**config.mk**
```make
export PLATFORM = sky130hd
export DESIGN_NAME = udp_table_evaluator_unit
export DESIGN_NICKNAME = d
export VERILOG_FILES = /design/src/rtl/ute_pkg.sv /design/src/rtl/udp_table_evaluator_unit.sv
export SDC_FILE = /design/constraint.sdc
export NUM_CORES = 2
export LEC_CHECK = 0
export BUFFER_PORTS_ARGS = -buffer_cell sky130_fd_sc_hd__buf_2
export CORE_ASPECT_RATIO = 1.1
export CORE_MARGIN = 4
export CORE_UTILIZATION = 40
export DETAILED_ROUTE_END_ITERATION = 10
export MAX_ROUTING_LAYER = met4
export SYNTH_ARGS = -nofsm -noshare
export SYNTH_HDL_FRONTEND = slang
export SYNTH_SLANG_ARGS = --single-unit
```
**constraint.sdc**
```tcl
create_clock -name clk -period 3.85 [get_ports clk]
set_input_delay 0.77 -clock clk [delete_from_list [all_inputs] [get_ports clk]]
set_output_delay 0.77 -clock clk [all_outputs]
set_load 0.05 [all_outputs]
```
**src/rtl/ute_pkg.sv**
```systemverilog
// Shared types and constants for the UDP table evaluator.
package ute_pkg;

  localparam int MASK_W = 11;

  typedef enum logic [1:0] {
    OP_LEVEL   = 2'd0,
    OP_EDGE    = 2'd1,
    OP_PORT    = 2'd2,
    OP_RESTART = 2'd3
  } op_t;

  localparam logic [1:0] VAL_0 = 2'd0;
  localparam logic [1:0] VAL_1 = 2'd1;
  localparam logic [1:0] VAL_X = 2'd2;

  localparam logic [1:0] KIND_0    = 2'd0;
  localparam logic [1:0] KIND_1    = 2'd1;
  localparam logic [1:0] KIND_X    = 2'd2;
  localparam logic [1:0] KIND_HOLD = 2'd3;

  localparam logic [1:0] REG_PORTS_USED = 2'd0;
  localparam logic [1:0] REG_SEQ_MODE   = 2'd1;
  localparam logic [1:0] REG_INIT_OUT   = 2'd2;

  typedef struct packed {
    logic [1:0]        kind;
    logic [MASK_W-1:0] m0;
    logic [MASK_W-1:0] m1;
    logic [MASK_W-1:0] mx;
  } lrow_t;

  typedef struct packed {
    logic [1:0]        kind;
    logic [MASK_W-1:0] m0;
    logic [MASK_W-1:0] m1;
    logic [MASK_W-1:0] mx;
    logic [3:0]        pos;
    logic [2:0]        from;
  } erow_t;

  function automatic logic [1:0] norm_val(input logic [1:0] v);
    norm_val = (v == VAL_0 || v == VAL_1) ? v : VAL_X;
  endfunction

endpackage

```
**src/rtl/udp_table_evaluator_unit.sv**
```systemverilog
// Top level of the UDP table evaluator: row stores, scan sequencer and shared row matcher.
//
// Evaluates a user-defined primitive held as level rows and edge rows. Issue a
// transaction by raising start while busy is low. Row writes and restarts
// answer on the next cycle with done high for one cycle. A port change that
// lands in range starts a scan: every level row is read one per cycle, then
// every edge row, through one shared matcher fed from the registered read of
// the row memories; the answer follows after the drain and finish states,
// and busy stays high until then. done, out_value and out_changed are valid
// for that single cycle only; the receiver cannot stall, so capture them
// when done is high.
// Configuration writes through cfg_write/cfg_index/cfg_data take effect at
// once and must only be issued while the block is idle.
module udp_table_evaluator_unit #(
  parameter int MAX_INPUTS = 10,
  parameter int LEVEL_ROWS = 32,
  parameter int EDGE_ROWS  = 32
) (
  input  logic                      clk,
  input  logic                      rst,
  input  logic                      cfg_write,
  input  logic [1:0]                cfg_index,
  input  logic [3:0]                cfg_data,
  input  logic                      start,
  output logic                      busy,
  input  logic [1:0]                opcode,
  input  logic [4:0]                row_index,
  input  logic                      row_valid,
  input  logic [1:0]                row_kind,
  input  logic [ute_pkg::MASK_W-1:0] row_mask_zero,
  input  logic [ute_pkg::MASK_W-1:0] row_mask_one,
  input  logic [ute_pkg::MASK_W-1:0] row_mask_unknown,
  input  logic [3:0]                edge_column,
  input  logic [2:0]                edge_from_set,
  input  logic [3:0]                port_index,
  input  logic [1:0]                port_value,
  output logic                      done,
  output logic [1:0]                out_value,
  output logic                      out_changed
);
  import ute_pkg::*;

  localparam int LA = (LEVEL_ROWS > 1) ? $clog2(LEVEL_ROWS) : 1;
  localparam int EA = (EDGE_ROWS > 1) ? $clog2(EDGE_ROWS) : 1;
  localparam int CW = (LA > EA) ? LA : EA;
  localparam int PW = (MAX_INPUTS > 1) ? $clog2(MAX_INPUTS) : 1;

  typedef enum logic [4:0] {
    S_IDLE   = 5'b00001,
    S_LSCAN  = 5'b00010,
    S_ESCAN  = 5'b00100,
    S_DRAIN  = 5'b01000,
    S_FINISH = 5'b10000
  } state_t;

  state_t state;

  // Configuration registers
  logic [3:0] ports_used;
  logic       sequential_mode;
  logic [1:0] initial_output;

  // Primitive state
  logic [1:0] levels [MAX_INPUTS];
  logic [1:0] cur;

  // Row stores: valid bits in flops, row bodies in memories
  logic [LEVEL_ROWS-1:0] lvalid;
  logic [EDGE_ROWS-1:0]  evalid;
  lrow_t level_mem [LEVEL_ROWS];
  erow_t edge_mem  [EDGE_ROWS];

  // Scan context
  logic [CW-1:0] cnt;
  logic [3:0]    port_q;
  logic [1:0]    prev_q;
  logic          same_q;
  logic [3:0]    lfound;
  logic [3:0]    efound;

  // Read stage
  lrow_t l_q;
  erow_t e_q;
  logic  rd_live;
  logic  rd_edge;
  logic  rd_ok;

  int         n_eff;
  logic       accept;
  logic       slot_l_ok;
  logic       slot_e_ok;
  logic       port_ok;
  logic [1:0] new_val;
  logic [PW-1:0] pidx;

  // Matcher signals
  logic [1:0]        m_kind;
  logic [MASK_W-1:0] m_m0, m_m1, m_mx;
  logic              m_hit;
  logic              e_extra;
  logic [2:0]        from_bit;
  logic [1:0]        scan_result;

  assign busy      = (state != S_IDLE);
  assign accept    = start && !busy;
  assign out_value = cur;

  always_comb begin
    if (ports_used == 4'd0) begin
      n_eff = 1;
    end else if (int'(ports_used) > MAX_INPUTS) begin
      n_eff = MAX_INPUTS;
    end else begin
      n_eff = int'(ports_used);
    end
  end

  assign slot_l_ok = int'(row_index) < LEVEL_ROWS;
  assign slot_e_ok = int'(row_index) < EDGE_ROWS;
  assign port_ok   = int'(port_index) < n_eff;
  assign new_val   = norm_val(port_value);
  assign pidx      = PW'(port_index);

  // Shared row matcher: one row per cycle from the registered read
  always_comb begin
    logic [MASK_W-1:0] sel;
    logic [MASK_W-1:0] sh;
    sel    = '0;
    sh     = '0;
    m_kind = rd_edge ? e_q.kind : l_q.kind;
    m_m0   = rd_edge ? e_q.m0 : l_q.m0;
    m_m1   = rd_edge ? e_q.m1 : l_q.m1;
    m_mx   = rd_edge ? e_q.mx : l_q.mx;
    m_hit  = 1'b1;
    for (int c = 0; c < MAX_INPUTS; c++) begin
      if (c < n_eff) begin
        sel = (levels[c] == VAL_0) ? m_m0 : (levels[c] == VAL_1) ? m_m1 : m_mx;
        sh  = sel >> c;
        if (c >= MASK_W || !sh[0]) begin
          m_hit = 1'b0;
        end
      end
    end
    // Output column sits right after the inputs in use
    if (sequential_mode) begin
      sel = (cur == VAL_0) ? m_m0 : (cur == VAL_1) ? m_m1 : m_mx;
      sh  = sel >> n_eff;
      if (n_eff >= MASK_W || !sh[0]) begin
        m_hit = 1'b0;
      end
    end
  end

  assign from_bit = (prev_q == VAL_0) ? 3'b001 : (prev_q == VAL_1) ? 3'b100 : 3'b010;
  assign e_extra  = (e_q.pos == port_q) && ((e_q.from & from_bit) != 3'b000);

  // Priority resolution once both passes are done
  always_comb begin
    if (!sequential_mode) begin
      priority if (lfound[KIND_0]) scan_result = VAL_0;
      else if (lfound[KIND_1])     scan_result = VAL_1;
      else                         scan_result = VAL_X;
    end else begin
      priority if (same_q)          scan_result = cur;
      else if (lfound[KIND_0])      scan_result = VAL_0;
      else if (lfound[KIND_1])      scan_result = VAL_1;
      else if (lfound[KIND_X])      scan_result = VAL_X;
      else if (lfound[KIND_HOLD])   scan_result = cur;
      else if (efound[KIND_0])      scan_result = VAL_0;
      else if (efound[KIND_1])      scan_result = VAL_1;
      else if (efound[KIND_HOLD])   scan_result = cur;
      else                          scan_result = VAL_X;
    end
  end

  // Row memories: write on a row transaction, read at the scan address
  always_ff @(posedge clk) begin
    if (accept && op_t'(opcode) == OP_LEVEL && slot_l_ok) begin
      level_mem[LA'(row_index)] <= '{kind: row_kind, m0: row_mask_zero,
                                     m1: row_mask_one, mx: row_mask_unknown};
    end
    if (accept && op_t'(opcode) == OP_EDGE && slot_e_ok) begin
      edge_mem[EA'(row_index)] <= '{kind: row_kind, m0: row_mask_zero,
                                    m1: row_mask_one, mx: row_mask_unknown,
                                    pos: edge_column, from: edge_from_set};
    end
    l_q <= level_mem[cnt[LA-1:0]];
    e_q <= edge_mem[cnt[EA-1:0]];
  end

  // Configuration port
  always_ff @(posedge clk) begin
    if (rst) begin
      ports_used      <= 4'd3;
      sequential_mode <= 1'b1;
      initial_output  <= VAL_X;
    end else if (cfg_write) begin
      unique case (cfg_index)
        REG_PORTS_USED: ports_used      <= cfg_data;
        REG_SEQ_MODE:   sequential_mode <= cfg_data[0];
        REG_INIT_OUT:   initial_output  <= cfg_data[1:0];
        default: ;
      endcase
    end
  end

  // Sequencer and primitive state
  always_ff @(posedge clk) begin
    if (rst) begin
      state       <= S_IDLE;
      cur         <= VAL_X;
      lvalid      <= '0;
      evalid      <= '0;
      done        <= 1'b0;
      out_changed <= 1'b0;
      rd_live     <= 1'b0;
      rd_edge     <= 1'b0;
      rd_ok       <= 1'b0;
      cnt         <= '0;
      lfound      <= '0;
      efound      <= '0;
      for (int i = 0; i < MAX_INPUTS; i++) levels[i] <= VAL_X;
    end else begin
      done    <= 1'b0;
      rd_live <= 1'b0;
      unique case (state)
        S_IDLE: begin
          if (accept) begin
            unique case (op_t'(opcode))
              OP_LEVEL: begin
                if (slot_l_ok) lvalid[LA'(row_index)] <= row_valid;
                done        <= 1'b1;
                out_changed <= 1'b0;
              end
              OP_EDGE: begin
                if (slot_e_ok) evalid[EA'(row_index)] <= row_valid;
                done        <= 1'b1;
                out_changed <= 1'b0;
              end
              OP_PORT: begin
                if (port_ok) begin
                  // Latch the change and start the level pass
                  levels[pidx] <= new_val;
                  port_q       <= port_index;
                  prev_q       <= levels[pidx];
                  same_q       <= (levels[pidx] == new_val);
                  lfound       <= '0;
                  efound       <= '0;
                  cnt          <= '0;
                  state        <= S_LSCAN;
                end else begin
                  done        <= 1'b1;
                  out_changed <= 1'b0;
                end
              end
              OP_RESTART: begin
                for (int i = 0; i < MAX_INPUTS; i++) levels[i] <= VAL_X;
                cur         <= sequential_mode ? norm_val(initial_output) : VAL_X;
                out_changed <= (sequential_mode ? norm_val(initial_output) : VAL_X) != cur;
                done        <= 1'b1;
              end
              default: ;
            endcase
          end
        end
        S_LSCAN: begin
          rd_live <= 1'b1;
          rd_edge <= 1'b0;
          rd_ok   <= lvalid[cnt[LA-1:0]];
          if (cnt == CW'(LEVEL_ROWS - 1)) begin
            cnt   <= '0;
            state <= S_ESCAN;
          end else begin
            cnt <= cnt + 1'b1;
          end
        end
        S_ESCAN: begin
          rd_live <= 1'b1;
          rd_edge <= 1'b1;
          rd_ok   <= evalid[cnt[EA-1:0]];
          if (cnt == CW'(EDGE_ROWS - 1)) begin
            cnt   <= '0;
            state <= S_DRAIN;
          end else begin
            cnt <= cnt + 1'b1;
          end
        end
        S_DRAIN: begin
          state <= S_FINISH;
        end
        S_FINISH: begin
          cur         <= scan_result;
          out_changed <= scan_result != cur;
          done        <= 1'b1;
          state       <= S_IDLE;
        end
        default: state <= S_IDLE;
      endcase
      // Record which result kinds found a matching row
      if (rd_live && rd_ok && m_hit) begin
        if (rd_edge) begin
          if (e_extra) efound[m_kind] <= 1'b1;
        end else begin
          lfound[m_kind] <= 1'b1;
        end
      end
    end
  end

endmodule
```
==> impl_metrics.py <==
metrics = {
    "floorplan": {
        "core_area_sq_um": 254000,
        "initial_core_util_pct": 40.2,
        "die_y_microns": 538,
        "dieArea_sq_um": 263000,
        "die_x_microns": 490,
        "rows": 194,
        "ios": 71,
    },
    "status": {
        "status": "finished clean",
    },
    "place": {
        "portBuffers": 70,
        "place_area_sq_um": 109000,
        "place_hpwl_mm": 157,
        "place_ws_ns": 0.513,
        "gp_congestion": 0.888,
    },
    "worst_setup_path": {
        "crit_path_cell_trace": "or4b_1 > or3_4 > nor3b_4 > nand3_4 > nor2_4 > buf_4",
        "r2r_cells": 6,
        "r2r_end": "edge_mem[11][7]$_DFFE_PP_",
        "end_kind": "register",
        "critPathMaxFanout": 24,
        "reg2reg_slack_ns": 0.64,
        "cpPeakStageDelay_ns": 0.58,
        "worstPathArrival_ns": 3.66,
        "cp_slowest_cell": "or4b_1",
        "r2r-start": "state[1]$_SDFFE_PP0P_",
        "cp.required_ns": 4.29,
        "crit_end": "edge_mem[11][7]$_DFFE_PP_",
        "start_kind": "register",
        "worst-setup-path-type": "register to register",
        "critPathLaunch": "state[1]$_SDFFE_PP0P_",
    },
    "layout": {
        "n_fill_cell": 20500,
        "area_growth_pct": 15.0,
        "fin_nets": 4794,
        "drive_gt1_share_pct": 34.0,
        "post-route-util_pct": 46.2,
        "final_area_sq_um": 117000,
    },
    "clock_network": {
        "cts_tree": "yes",
        "cts_setup_buffers": 0,
        "clk_path_buf_depth": 4,
        "cts_root_buf": "clkbuf_16",
        "htreeDepth": 5,
        "cts_made_buffers": 268,
        "cts.clk_slew.worst_paths_ns": 0.06,
        "clkSinkCount": 2675,
        "clock_latency_ns": 0.84,
        "cts_hold_buf": 0,
        "ctsResizeCount": 0,
    },
    "global_routing": {
        "grt_pass1_wl_mm": 364,
        "track_usage_pct": 19.8,
        "antenna_found_initial": 33,
        "grt_overflow": 0,
        "grt_pass1_vias": 47800,
        "grt_max_degree": 77,
    },
    "timing": {
        "max-slew-margin-rel_pct": 18.3,
        "period_minus_slack_ns": 3.21,
        "final.period_utilization_pct": 83.4,
        "tns_ns": 0,
        "timing.fmax_mhz": 311,
        "drv_slew": 0,
        "skew_ns": 0.0584,
        "hold_viol_final": 0,
        "setup_viol": 0,
        "rsz0062_at_grt": "no",
        "worstMarginPinSlew_ns": 1.23,
        "finalWorstSetupSlack_ns": 0.639,
    },
    "route": {
        "wl_mm": 254,
        "final_antenna_net_count": 0,
        "drt_iter0_drc": 5072,
        "wl_per_cell_microns": 30.7,
        "firstDrtPassIters": 7,
        "via_per_inst": 5.71,
        "vias": 47300,
        "drcViolationCount": 0,
    },
    "pwr": {
        "irDropWorstVdd_uv": 342,
        "p_leak_nw": 35.1,
        "p_seq_share_pct": 52.9,
        "p_sw_w": 0.0125,
        "comb_power_share_pct": 5.1,
        "swShare_pct": 20.7,
        "clkPwrFrac_pct": 42.0,
        "p_per_area_nw_per_um2": 516,
        "internal_power_w": 0.0480,
        "power_w": 0.0606,
    },
    "logic_synthesis": {
        "synth_edf_count": 2503,
        "synth_area_per_cell_sq_um": 23.3,
        "yosys_warnings": 0,
        "syn_inst": 4387,
        "ys.flop_type": "edfxtp_1",
        "syn_area_sq_um": 102000,
        "synth_fp_nets": 4458,
        "yosys.cell_types.count": 62,
        "synth_seq_cells": 2675,
        "async_flop_share_pct": 0,
        "yosysSeqAreaShare_pct": 77.0,
    },
    "flow_run": {
        "maxCapViolCount": 0,
    },
    "worst_hold_path": {
        "holdCritPathClass": "input pin to register",
    },
}
==> cells by family (layout without fill, tap and decap cells) <==
| family | after synthesis | in the layout | synth area share, % |
|---|---|---|---|
| mux | 930 | 930 | 19.3 |
| compound gates | 210 | 210 | 1.13 |
| xor+xnor | 8 | 8 | 0.0686 |
| flops | 2675 | 2675 | 77.0 |
| other cells | 0 | 22 | 0 |
| simple gates | 307 | 307 | 1.45 |
| buf+inv | 251 | 787 | 1.00 |
| fa+ha+maj | 6 | 6 | 0.0723 |
==> worst max-delay path, delay by kind of cell (launching register included) <==
kind / cells / cell delay [ns]
DFF: 1 / 0.37
buffers and inverters: 1 / 0.39
and+or+nand+nor: 5 / 2.00
==> cell usage after synthesis (3+ instances only) <==
master	instances	area share [%]
a211oi_1	5	0.037
a21oi_1	85	0.42
a31oi_1	3	0.018
and3_1	6	0.037
buf_1	40	0.15
buf_2	22	0.11
buf_6	6	0.066
clkbuf_1	172	0.63
dfxtp_1	172	3.4
edfxtp_1	2503	74
ha_1	5	0.061
inv_1	8	0.029
mux2_2	89	0.98
mux2i_1	18	0.18
mux4_2	823	18
nand2_1	104	0.38
nand2_4	3	0.033
nand2b_1	8	0.049
nand3_1	11	0.054
nand3b_1	9	0.066
nand4_1	3	0.018
nor2_1	106	0.39
nor2b_1	8	0.049
nor3_1	7	0.034
nor3b_1	4	0.029
nor4b_1	3	0.026
o211ai_1	10	0.074
o21ai_0	82	0.40
o31ai_1	8	0.059
or2_2	7	0.043
or3_1	10	0.061
xnor2_1	6	0.051
==> worst min-delay path by stage <==
stage / from / endpoint / slack (ns) / depth (start not counted)
after floorplan: efound[3]$_SDFF_PP0_ / efound[3]$_SDFF_PP0_ / 0.44 / 2
after global placement: lvalid[1]$_SDFFE_PP0P_ / lvalid[1]$_SDFFE_PP0P_ / 0.46 / 2
after detailed placement: evalid[11]$_SDFFE_PP0P_ / evalid[11]$_SDFFE_PP0P_ / 0.47 / 2
after CTS: cfg_index[1] / sequential_mode$_SDFFE_PP1P_ / 0.19 / 2
after global routing: cfg_index[1] / sequential_mode$_SDFFE_PP1P_ / 0.24 / 2
final: port_index[2] / port_q[2]$_DFFE_PP_ / 0.26 / 1
==> registers in the layout, summed over array words and instances, names as in the netlist, 2 cells and up <==
| register | count |
|---|---|
| initial_output | 2 |
| port_q | 4 |
| level_mem | 1120 |
| prev_q | 2 |
| efound | 3 |
| e_q | 42 |
| lvalid | 32 |
| state | 5 |
| evalid | 32 |
| edge_mem | 1344 |
| out_value | 2 |
| l_q | 35 |
| lfound | 4 |
| levels | 32 |
| ports_used | 4 |
| cnt | 5 |
==> power by group through the flow <==
stage | sequential (W) | combinational [W] | clock, W
5_1_grt | 0.0321 | 0.00329 | 0.0272
6_report | 0.0321 | 0.00308 | 0.0254
3_3_place_gp | 0.0327 | 0.00312 | 0
3_5_place_dp | 0.0327 | 0.00316 | 0
2_1_floorplan | 0.0326 | 0.00176 | 0
4_1_cts | 0.0321 | 0.00317 | 0.0260
==> per-stage QoR <==
step	instances	hold slack, ns
CTS	8255	0.194
global route	8270	0.239
floorplan	4387	0.440
detailed placement	7785	0.467
global placement	7785	0.458
finish	8277	0.265
==> metal layers <==
metal	GRT usage, %	vias up	share of wire (%)	wire (microns)
met5	-	-	0	0
met4	5.57	0	3.0	7660
met3	2.92	346	6.4	16200
met2	31.6	1751	50	126000
met1	26.9	25800	41	104000
li1	-	19400	-	-
==> layout by cell type (no fill, tap or decap), types with 42 or more instances in the layout <==
cell and count:
edfxtp_1 2503, mux4_2 823, clkbuf_16 286, dfxtp_1 166, buf_4 164, nand2_1 104
mux2_2 89, a21oi_1 85, o21ai_0 82, buf_12 76, buf_2 68, nor2_4 64
clkbuf_1 64, nor2_1 44, clkinv_1 42
==> cell type report <==
| cell class | instances | area (sq um) | area share, % |
|---|---|---|---|
| Multi-Input combinational cell | 1461 | 23000 | 19.6 |
| Timing Repair Buffer | 308 | 3090 | 2.63 |
| Inverter | 9 | 33.8 | 0.0288 |
| Clock inverter | 104 | 890 | 0.757 |
| Tap cell | 3332 | 4170 | 3.55 |
| Clock buffer | 366 | 7620 | 6.49 |
| Sequential cell | 2675 | 78600 | 66.9 |
| Antenna cell | 22 | 55.1 | 0.0469 |
No activity file was read; power rests on OpenSTA's default activity.
